===== config.mk =====
export PLATFORM = sky130hd
export DESIGN_NAME = kie_ram
export DESIGN_NICKNAME = d
export VERILOG_FILES = /design/src/kie_ram.sv
export SDC_FILE = /design/constraint.sdc
export NUM_CORES = 2
export LEC_CHECK = 0
export BUFFER_PORTS_ARGS = -buffer_cell sky130_fd_sc_hd__buf_4
export CORE_MARGIN = 10
export CORE_UTILIZATION = 30
export DETAILED_ROUTE_END_ITERATION = 7
export PLACE_DENSITY = 0.44
export SETUP_SLACK_MARGIN = 0.3
export SYNTH_ARGS = -nofsm -noshare
export SYNTH_HDL_FRONTEND = slang
export SYNTH_SLANG_ARGS = --single-unit

===== constraint.sdc =====
create_clock -name clk -period 5.1 [get_ports clk]
set_clock_uncertainty 0.2 [all_clocks]
set_input_delay 0.255 -clock clk [delete_from_list [all_inputs] [get_ports clk]]
set_output_delay 0.255 -clock clk [all_outputs]
set_load 0.005 [all_outputs]

===== src/kie_ram.sv =====
// kie_ram: generic single port synchronous ram, registered read
// no dependencies
`default_nettype none
module kie_ram #(
  parameter int WIDTH = 32,
  parameter int DEPTH = 64
) (
  input  wire logic                     clk,
  input  wire logic                     we,
  input  wire logic [$clog2(DEPTH)-1:0] addr,
  input  wire logic [WIDTH-1:0]         wdata,
  output logic      [WIDTH-1:0]         rdata
);
  logic [WIDTH-1:0] mem [DEPTH];

  always_ff @(posedge clk) begin
    if (we) begin
      mem[addr] <= wdata;
    end
    rdata <= mem[addr];
  end
endmodule
`default_nettype wire


-- Word level (Yosys, flattened, before mapping)
Memory sizes are Yosys's and may differ from the RTL's. A register that Yosys moved wholly into a read port is not among the register bits.
Index checks and enable logic that the tools add are counted.
W data, S select, Z words.
- logic and storage cells: 3
- bits in writable memories: 2048
- bits in registers: 0
- memories: 1
- input bits: 40
- memories (memory ; depth ; width ; rd ports ; clocked after memory_dff ; wr ports ; line ; source):
    mem ; 64 ; 32 ; 1 ; 1 ; 1 ; 14 ; logic [WIDTH-1:0] mem [DEPTH];
- muxes and demuxes: 2
- operators with widths (operator ; number):
    $mux W1 ; 2

-- Longest topological paths before layout
- depth in word-level cells: 2
- mapped depth: 13

-- Worst setup path after synthesis
OpenSTA, ideal clock, no wires.
- path kind: input port to flip-flop
- start point: in addr[2]
- end point: mem mem[15][0] (enable)
- required time: 4.479 ns
- buffers on the path: 6
- slack: 1.406 ns
- stages on the path: 8
- arrival time: 3.073 ns
- cells stage by stage: buf_2 -> buf_2 -> buf_2 -> buf_2 -> buf_2 -> buf_2 -> nand3_1 -> nor2_1
- RTL lines (item ; line ; source):
    start, declared ; 10 ; input wire logic [$clog2(DEPTH)-1:0] addr,
    end, declared ; 14 ;
No word-level cell before the write port.

==> flow_summary.json <==
{
  "clockBufferDepth": 3,
  "cts_tree": "built",
  "vias_per_cell": 5.176,
  "async_flop_share_pct": 0,
  "first_pass_iters": 7,
  "end_kind": "flop",
  "nNetsFinal": 4501,
  "worst_pin_slew_ns": 1.227,
  "die_height_um": 532.9,
  "area_growth_pct": 16.98,
  "ys_types": 56,
  "fmax_mhz": 303.4,
  "wl_um": 241500,
  "coreArea_um2": 262000,
  "grt.overflow.total": 0,
  "dr.first_iter.drc_count": 3953,
  "yosysSeqAreaShare_pct": 78.73,
  "grt_pass1_vias": 42930,
  "die_area_um2": 284000,
  "synth-edff-count": 2048,
  "clock-sinks": 2080,
  "drive_above_1_share_pct": 19.44,
  "io_pins": 72,
  "drc_errors": 0,
  "arrival_ns": 3.70,
  "ys_seq_elements": 2080,
  "rows": 188,
  "die_w_um": 532.9,
  "ir_drop_v": 0.0003538,
  "drv_cap": 0,
  "netlist_instances": 4239,
  "power.density_nw_per_um2": 393.9,
  "htreeDepth": 4,
  "final-seq-area_um2": 62140,
  "hold_path.class": "input pin to flop",
  "rsz0062_at_grt": "no",
  "hold_viol_final": 0,
  "setup_tns_ns": 0,
  "synth_nets": 4279,
  "vias": 42300,
  "setup_violations": 0,
  "leakage_nw": 29.21,
  "grt_pass1_wl_um": 341500,
  "wire_per_inst_um": 29.56,
  "portBuffers": 71,
  "crit_path_max_fanout": 23,
  "yosysWarnings": 0,
  "gp_congestion": 0.7821,
  "final.period_utilization_pct": 64.63,
  "ctsResizeCount": 0,
  "grt_max_degree": 86,
  "postRouteAntennaNets": 0,
  "syn_area_per_cell_um2": 18.62,
  "finalWorstSetupSlack_ns": 1.804,
  "fin_crit_ns": 3.296,
  "worst_setup_path_start_kind": "input pin",
  "netlist_area_um2": 78930,
  "root_buffer": "clkbuf_16",
  "cts_buffers": 215,
  "antenna_found_initial": 12,
  "grt_usage_pct": 16.44,
  "post-place-ws_ns": 0.9404,
  "drv_slew": 0,
  "status": "finished, final reports clean",
  "start_util_pct": 30.12,
  "multi_input_area_um2": 16060,
  "hpwl_um": 142000,
  "clk_pin_slew_ns": 0.06,
  "cp_data_required_time_ns": 5.50,
  "ys.flop_type": "edfxtp_1",
  "worstSkewPairLatency_ns": 0.86,
  "n_fill_cell": 24660,
  "max-slew-margin-rel_pct": 17.70,
  "critPathKind": "input pin to flop"
}
-- kinds of logic (layout without fill, tap and decap cells) --
group / after synthesis / count (layout) / synth area share (%)
muxes: 502 / 502 / 8.121
DFF: 2080 / 2080 / 78.73
buffers and inverters: 300 / 706 / 1.682
AOI/OAI and AO/OA: 933 / 933 / 8.662
other: 0 / 11 / 0
and+or+nand+nor: 424 / 424 / 2.806
-- area by class of cell --
type                       instances  share of cell area, %
antenna                           11                0.02981
clock buffer                     283                  6.281
clock inverter                   118                  1.153
inverter                           2                0.01626
multi-input combinational       1859                  17.40
sequential                      2080                  67.30
tap                             3515                  4.763
timing repair buffer             303                  3.055
-- path summary, 6_finish.rpt --
check / end / from / slack, ns / cells past startpoint
setup / recovery: rdata[0]$_DFF_P_ / addr[4] / 1.80 / 8
hold reg to reg: rdata[29]$_DFF_P_ / mem[32][29]$_DFFE_PP_ / 0.44 / 3
setup reg to reg: rdata[21]$_DFF_P_ / mem[21][21]$_DFFE_PP_ / 2.33 / 5
hold / removal: rdata[31]$_DFF_P_ / addr[3] / 0.12 / 4
-- cells in the final DEF, fill, tap and decap left out, drive strengths merged, types with 17 or more instances in the layout --
master	Yosys	routed
a211oi	17	17
a21oi	121	121
a221oi	175	175
a22o	66	66
a22oi	188	188
a31oi	43	43
and3	85	85
buf	129	268
clkbuf	169	283
clkinv	0	92
dfxtp	32	32
dlygate4sd3	0	35
edfxtp	2048	2048
mux2	147	147
mux2i	259	259
mux4	96	96
nand2	28	28
nand2b	18	18
nand3	54	54
nor2	145	145
nor3	22	22
o21ai	85	85
o22a	70	70
o22ai	93	93
-- flip-flops by register name, indices dropped and copies added (netlist names) --
signal	count
rdata	32
mem	2048
-- metrics by stage --
step	utilization (%)	hold WS, ns	power, W	area [µm²]	cells
after CTS	35.22	0.06779	0.03676	92300	8160
after global placement	32.47	0.4144	0.02132	85080	7723
after floorplan	-	0.1539	0.02023	78930	4239
after detailed placement	32.47	0.4220	0.02133	85090	7724
final	35.23	0.1230	0.03637	92330	8171
after global routing	35.23	0.07668	0.03751	92310	8165
-- cells in the mapped netlist (2+ instances only) --
master     instances  area share [%]
edfxtp_1        2048              78
mux2i_1          259             3.3
a22oi_1          188             1.8
a221oi_1         175             1.9
clkbuf_1         168            0.80
mux2_2           147             2.1
nor2_1           145            0.69
a21oi_1          121            0.77
mux4_2            96             2.7
o22ai_1           93            0.74
and3_1            85            0.67
o21ai_0           84            0.53
buf_2             83            0.53
o22a_1            70            0.78
a22o_1            66            0.73
nand3_1           54            0.34
a31oi_1           43            0.34
buf_1             33            0.16
dfxtp_1           32            0.81
nand2_1           28            0.13
nor3_1            22            0.14
nand2b_1          18            0.14
a211oi_1          17            0.16
a222oi_1          16            0.20
a2111oi_0         15            0.17
a221o_1           15            0.19
o2bb2ai_1         15            0.17
or4_1             15            0.14
nor4_1            14            0.11
or4b_1            14            0.18
buf_4              8           0.076
nor2b_1            8           0.063
o221ai_1           6           0.067
and2_1             5           0.040
or3_1              4           0.032
buf_12             3           0.076
nand4_1            3           0.024
and3b_1            2           0.022
buf_6              2           0.029
nand3b_1           2           0.019
o311ai_0           2           0.022
-- power by group --
group / internal [W] / switching (W) / total (W) / leakage (nW)
Combinational: 0.000605 / 0.00131 / 0.00191 / 7.17
Sequential: 0.0189 / 0.0000957 / 0.0190 / 18.7
Clock: 0.00875 / 0.00668 / 0.0154 / 3.35
Total: 0.0283 / 0.00808 / 0.0364 / 29.2
-- worst max-delay path, stage by stage --
cell and delay (ns):
dlygate4sd3_1 0.63, buf_4 0.25, nand3_2 0.70, buf_4 0.44
nor3_1 0.12, or3_1 0.39, a2111oi_0 0.46, nand4_1 0.41
-- layer usage --
layer	GRT usage (%)	part of all wire, %	vias up
li1	-	-	18140
met1	22.92	45	22770
met2	27.03	48	1087
met3	2.370	4.3	297
met4	4.075	2.3	6
met5	0	0.014	-
-- what timing repair did --
item | 4_1_cts | 5_1_grt
endpoints found under the setup margin | 0 | 0
hold buffers | 35 | 0
endpoints found under the hold margin | 2051 | 0
setup buffers | 0 | 0
Power figures use the tool's default switching activity.
