[src/kie_pkg.sv]
// kie_pkg: shared types and constants of the keyframe interpolation engine
// no dependencies
`default_nettype none
package kie_pkg;
  localparam int NUM_CHANNELS_DEF = 8;
  localparam int MAX_KEYS_DEF = 8;

  typedef enum logic [2:0] {
    REQ_WRITE = 3'd0,
    REQ_INIT  = 3'd1,
    REQ_PLAY  = 3'd2,
    REQ_STOP  = 3'd3,
    REQ_TICK  = 3'd4
  } req_t;

  // start and result of a signed 64 / unsigned 17 bit division
  typedef struct packed {
    logic               start;
    logic signed [63:0] num;
    logic [16:0]        den;
  } div_req_t;

  typedef struct packed {
    logic               done;
    logic signed [63:0] quo;
  } div_rsp_t;
endpackage
`default_nettype wire

[src/kie_div.sv]
// kie_div: restoring divider, one quotient bit per cycle, truncates toward zero
// depends on kie_pkg
`default_nettype none
module kie_div
  import kie_pkg::*;
(
  input  wire logic     clk,
  input  wire logic     rst,
  input  wire div_req_t req,
  output div_rsp_t      rsp
);
  logic        busy;
  logic        done;
  logic [5:0]  cnt;
  logic        neg;
  logic [63:0] quo;
  logic [16:0] rem;
  logic [16:0] den;
  logic [17:0] trial;
  logic [63:0] mag;
  logic signed [63:0] quo_s;

  assign mag = req.num[63] ? 64'(-req.num) : 64'(req.num);
  assign trial = {rem, quo[63]} - {1'b0, den};
  assign quo_s = neg ? -$signed(quo) : $signed(quo);
  assign rsp = {done, quo_s};

  always_ff @(posedge clk) begin
    if (rst) begin
      busy <= 1'b0;
      done <= 1'b0;
    end else begin
      done <= 1'b0;
      if (req.start) begin
        busy <= 1'b1;
        cnt <= '0;
        neg <= req.num[63];
        quo <= mag;
        rem <= '0;
        den <= req.den;
      end else if (busy) begin
        if (!trial[17]) begin
          rem <= trial[16:0];
          quo <= {quo[62:0], 1'b1};
        end else begin
          rem <= {rem[15:0], quo[63]};
          quo <= {quo[62:0], 1'b0};
        end
        cnt <= cnt + 6'd1;
        if (cnt == 6'd63) begin
          busy <= 1'b0;
          done <= 1'b1;
        end
      end
    end
  end
endmodule
`default_nettype wire

[config.mk]
export PLATFORM = sky130hd
export DESIGN_NAME = kie_div
export DESIGN_NICKNAME = d
export VERILOG_FILES = /design/src/kie_pkg.sv /design/src/kie_div.sv
export SDC_FILE = /design/constraint.sdc
export NUM_CORES = 1
export LEC_CHECK = 0
export BUFFER_PORTS_ARGS = -buffer_cell sky130_fd_sc_hd__buf_4
export CORE_ASPECT_RATIO = 1.2
export CORE_MARGIN = 2
export CORE_UTILIZATION = 49
export CTS_CLUSTER_DIAMETER = 40
export CTS_CLUSTER_SIZE = 25
export DETAILED_ROUTE_END_ITERATION = 12
export GPL_TIMING_DRIVEN = 1
export PLACE_DENSITY_LB_ADDON = 0.15
export SYNTH_ARGS = -nofsm -noshare
export SYNTH_HDL_FRONTEND = slang
export SYNTH_SLANG_ARGS = --single-unit
[constraint.sdc]
create_clock -name clk -period 6.1 [get_ports clk]
set_clock_uncertainty 0.1 [all_clocks]
set_input_delay 0 -clock clk [delete_from_list [all_inputs] [get_ports clk]]
set_output_delay 0 -clock clk [all_outputs]
set_load 0.005 [all_outputs]
# ---- After elaboration in Yosys (flattened, before gate mapping)
# Index checks and enable logic that the tools add are counted.
dict set report word_totals {
  ff_bits 107
  output_inout_bits 65
  word_cells 30
}
dict set report op_classes {
  add_sub_neg 4
  n_eq_ne 1
  n_mux 12
  n_bitwise 2
  n_reduce_logical 4
}
# op count
set ops {}
lappend ops {{64-bit 2-to-1 mux} 4}
lappend ops {{64-bit negator} 2}
lappend ops {{17-bit 2-to-1 mux} 2}
lappend ops {{18-bit by 17-bit subtractor with 18-bit output} 1}
lappend ops {{6-bit by 1-bit adder with 6-bit output, second input constant} 1}
lappend ops {{6-bit == test, second input constant} 1}
lappend ops {{6-bit 2-to-1 mux} 1}
lappend ops {{1-bit 2-to-1 mux} 5}
lappend ops {{2-bit AND reduction} 2}
lappend ops {{3-bit OR reduction} 1}
lappend ops {{1-bit inverter} 2}
lappend ops {{2-bit nonzero test} 1}

# ---- Longest topological paths before layout
dict set report logic_depth {
  word_depth 4
  ltp_mapped 11
}

# ---- Worst setup path after synthesis
# OpenSTA, ideal clock, no wires.
dict set report synth_timing {
  kind {input to register}
  from {input req[81] in the netlist's numbering}
  to {register cnt[0] (enable)}
  setup_ns 0.533
  arrival_ns 4.348
  required_ns 5.467
  slack_ns 1.119
  cell_stages 4
  n_path_buf 2
  path_cell_list {clkbuf_1 > clkbuf_1 > nor2_1 > nor2_1}
}
dict set report synth_via {
  elab_chain_len 2
}
# item line_no
set synth_lines {}
lappend synth_lines {{start, declared} kie_div.sv:9} ;# input wire div_req_t req,
lappend synth_lines {{2-bit nonzero test (no line)} --}
lappend synth_lines {{2-bit AND reduction (no line)} --}
lappend synth_lines {{end signal, assigned} kie_div.sv:49} ;# cnt <= cnt + 6'd1;
lappend synth_lines {{end, declared} kie_div.sv:14} ;# logic [5:0] cnt;
# No other way between the ends.
# A chain may end at the register's enable or synchronous reset.

# ---- Final worst setup path
dict set report layout_timing {
  from {register den[1]}
  to {register rem[0], data pin}
}
dict set report layout_via {
  elab_chain_len 3
}
# item line_no
set layout_lines {}
lappend layout_lines {{start, declared} kie_div.sv:18} ;# logic [16:0] den;
lappend layout_lines {{start signal, assigned} kie_div.sv:40} ;# den <= req.den;
lappend layout_lines {{18-bit by 17-bit subtractor with 18-bit output} kie_div.sv:24} ;# assign trial = {rem, quo[63]} - {1'b0, den};
lappend layout_lines {{17-bit 2-to-1 mux} kie_div.sv:42} ;# if (!trial[17]) begin
lappend layout_lines {{17-bit 2-to-1 mux} kie_div.sv:41} ;# end else if (busy) begin
lappend layout_lines {{end signal, assigned} kie_div.sv:43} ;# rem <= trial[16:0];
lappend layout_lines {{end signal, assigned} kie_div.sv:46} ;# rem <= {rem[15:0], quo[63]};
lappend layout_lines {{end, declared} kie_div.sv:17} ;# logic [16:0] rem;
# No other way between the ends. The select of a mux whose other input is x is not followed.

==> flow_summary.ini <==
[run_status]
outcome = completed

[die]
num_rows = 51
die_w_um = 121
die_h_um = 145
io_pins = 149
core-area_um2 = 16100
start_util = 0.499
die-area_um2 = 17500

[synthesis]
synth-seq-cells = 107
synth-warning-count = 0
synth_top_area_share = 0.391
synth-xor-area-share = 0.151
syn_area_um2 = 8060
seq_area_frac_synth = 0.396
synthSimpleGateAreaFrac = 0.184
synth_ff_type = edfxtp_1
synth_edf_count = 105
synth.largest_area_cell = edfxtp_1
synth_top_family_by_area = simple AND/OR/NAND/NOR gates
synthArstFlopShare = 0
synth_mux_area_frac = 0.0289
synth.distinct_cells = 69
synth_compound_area_frac = 0.169
syn-num-nets = 963
synth_area_leaders = edfxtp_1 39%, xnor2_1 8.5%, xor2_1 6.6%
syn_area_per_cell_um2 = 9.40
synthAdderAreaFrac = 0.0335
synthCells = 858

[clocking]
root_buffer = clkbuf_16
post_cts_resized = 0
clkSinkCount = 107
clk_transition_reported_paths_ns = 0.08
cts_tree = done
clock_latency_ns = 0.36
clk_path_buf_depth = 2
cts_buffers = 9
htree_levels = 3

[drt]
drt_iter0_markers = 549
final_antenna_net_count = 0
dr.pass1.iters = 7
avgRoutedWirePerCell_um = 17.2
drcViolationCount = 0
vias = 7291
wl_mm = 22.0
via_per_inst = 5.71

[power]
p_per_area_nw_per_um2 = 210
comb_power_share = 0.305
p_int_w = 0.00151
p_sw_w = 0.000664
p_leak_nw = 3.84
pwr-share-clk = 0.262
irDropWorstVdd_uv = 125
switching_share = 0.306
seq_power_share = 0.433

[setup_path]
r2r.worst_path.cells = 10
cp.required_ns = 6.21
cp_slowest_cell = a2111oi_0
cp-start-kind = flop
worst-path-buf-inv = 2
critPathKind = reg2reg
worstPathCellList = inv_1 -> ha_1 -> nor2b_1 -> o2111ai_1 -> a2111oi_0 -> nor4_1 -> a311oi_4 -> buf_4 -> mux2_2 -> nor2_1
crit_path_max_fanout = 15
cp.depth = 10
crit_family = compound AO/OA/AOI/OAI gates
critPathMaxStageDelay_ns = 0.87
cp-end-kind = flop
crit_arrival_ns = 3.81

[timing]
finalMaxSlewViolations = 0
hold_violations = 0
final-setup-viol-count = 0
finalCritPeriodShare = 0.606
max_freq_ghz = 0.270
worst_pin_slew_ns = 0.934
setup_ws_ns = 2.40
fin_tns_setup_ns = 0
fin_crit_ns = 3.70
relSlewSlack = 0.362
rsz0062_at_grt = no

[layout]
antenna_cells = 0
drive_gt1_frac = 0.192
area_delta_synth_final_pct = 28.2
final_common_cell = buf_4
nets = 1164
final_cell_mix = 153 x buf_4, 105 x edfxtp_1, 102 x nor2_1

[global_routing]
grt_pass1_vias = 6928
overflow = 0
grt_first_pass_wirelength_mm = 34.4
grt_util_all_layers = 0.251
grt_max_degree = 81
antenna_found_initial = 0

[hold_path]
hold_path.class = in2reg
holdPathStages = 3

[placement]
port_buffers = 148
routabilityCongestion = 0.894
dp_hpwl_mm = 15.7
place_ws_ns = 2.46

[flow_run]
drv_cap = 0
registers in the layout, summed over array words and instances (netlist names):
register	cells
den	17
rem	17
cnt	6
busy	1
done	1
neg	1
quo	64
power by group through the flow:
stage | Clock, W | Sequential (W) | Combinational, W
finish | 0.000569 | 0.000942 | 0.000662
global route | 0.000600 | 0.000948 | 0.000729
CTS | 0.000578 | 0.000941 | 0.000660
detailed placement | 0 | 0.000956 | 0.000620
global placement | 0 | 0.000955 | 0.000612
floorplan | 0 | 0.000943 | 0.000394
layout make-up:
| class | count | area [um2] |
|---|---|---|
| inverter | 28 | 105 |
| clock inverter | 6 | 38.8 |
| sequential | 107 | 3190 |
| timing repair buffer | 229 | 1910 |
| multi-input combinational | 684 | 4580 |
| clock buffer | 10 | 239 |
| fill | 1374 | 5810 |
| tap | 212 | 265 |
Yosys cell counts (all sizes together) (8+ instances only):
cell	instances
a21oi	75
buf	8
clkbuf	30
edfxtp	105
ha	20
inv	28
mux2	10
mux2i	12
nand2	66
nand3	15
nor2	103
nor3	17
o21ai	53
o31ai	33
o41ai	23
or3	28
or4	18
xnor2	78
xor2	61
per-layer routing:
metal / track usage / part of all wire / up-vias
met2: 0.448 / 0.51 / 249
li1: - / - / 3555
met4: 0.104 / 0.032 / 0
met5: 0 / 0 / -
met3: 0.0312 / 0.047 / 46
met1: 0.306 / 0.41 / 3441
logic make-up after synthesis:
group           count (synthesis)
mux                            22
buf+inv                        67
simple gates                  291
fa+ha+maj                      21
compound gates                211
flops                         107
xor+xnor                      139
path summary, 6_finish.rpt:
kind           start  slack (ns)  endpoint
min reg2reg   cnt[5]        0.43      busy
max           den[1]        2.40    rem[0]
max reg2reg   den[1]        2.40    rem[0]
min          req[59]        0.02   quo[42]
through the flow:
step	power (W)	instances	instance area, um2	hold slack (ns)	util
5_1_grt	0.00228	1276	10300	0.0420	0.640
3_3_place_gp	0.00157	1184	9300	0.0815	0.576
4_1_cts	0.00218	1276	10300	0.0135	0.640
6_report	0.00217	1276	10300	0.0180	0.640
3_5_place_dp	0.00158	1184	9300	0.0796	0.576
2_1_floorplan	0.00134	858	8060	-0.0279	-
timing repair:
item,in CTS,in global routing
endpoints found under the setup margin,0,0
hold endpoints to repair,96,0
buffers inserted,0,0
hold buffers,76,0
worst reg2reg max path: cells and delay by family (launching register included):
family	cells	cell delay, ns
compound gates	3	1.57
fa+ha+maj	1	0.27
buf+inv	2	0.40
flops	1	0.37
mux	1	0.39
simple gates	3	0.45
Power figures use the tool's default switching activity.
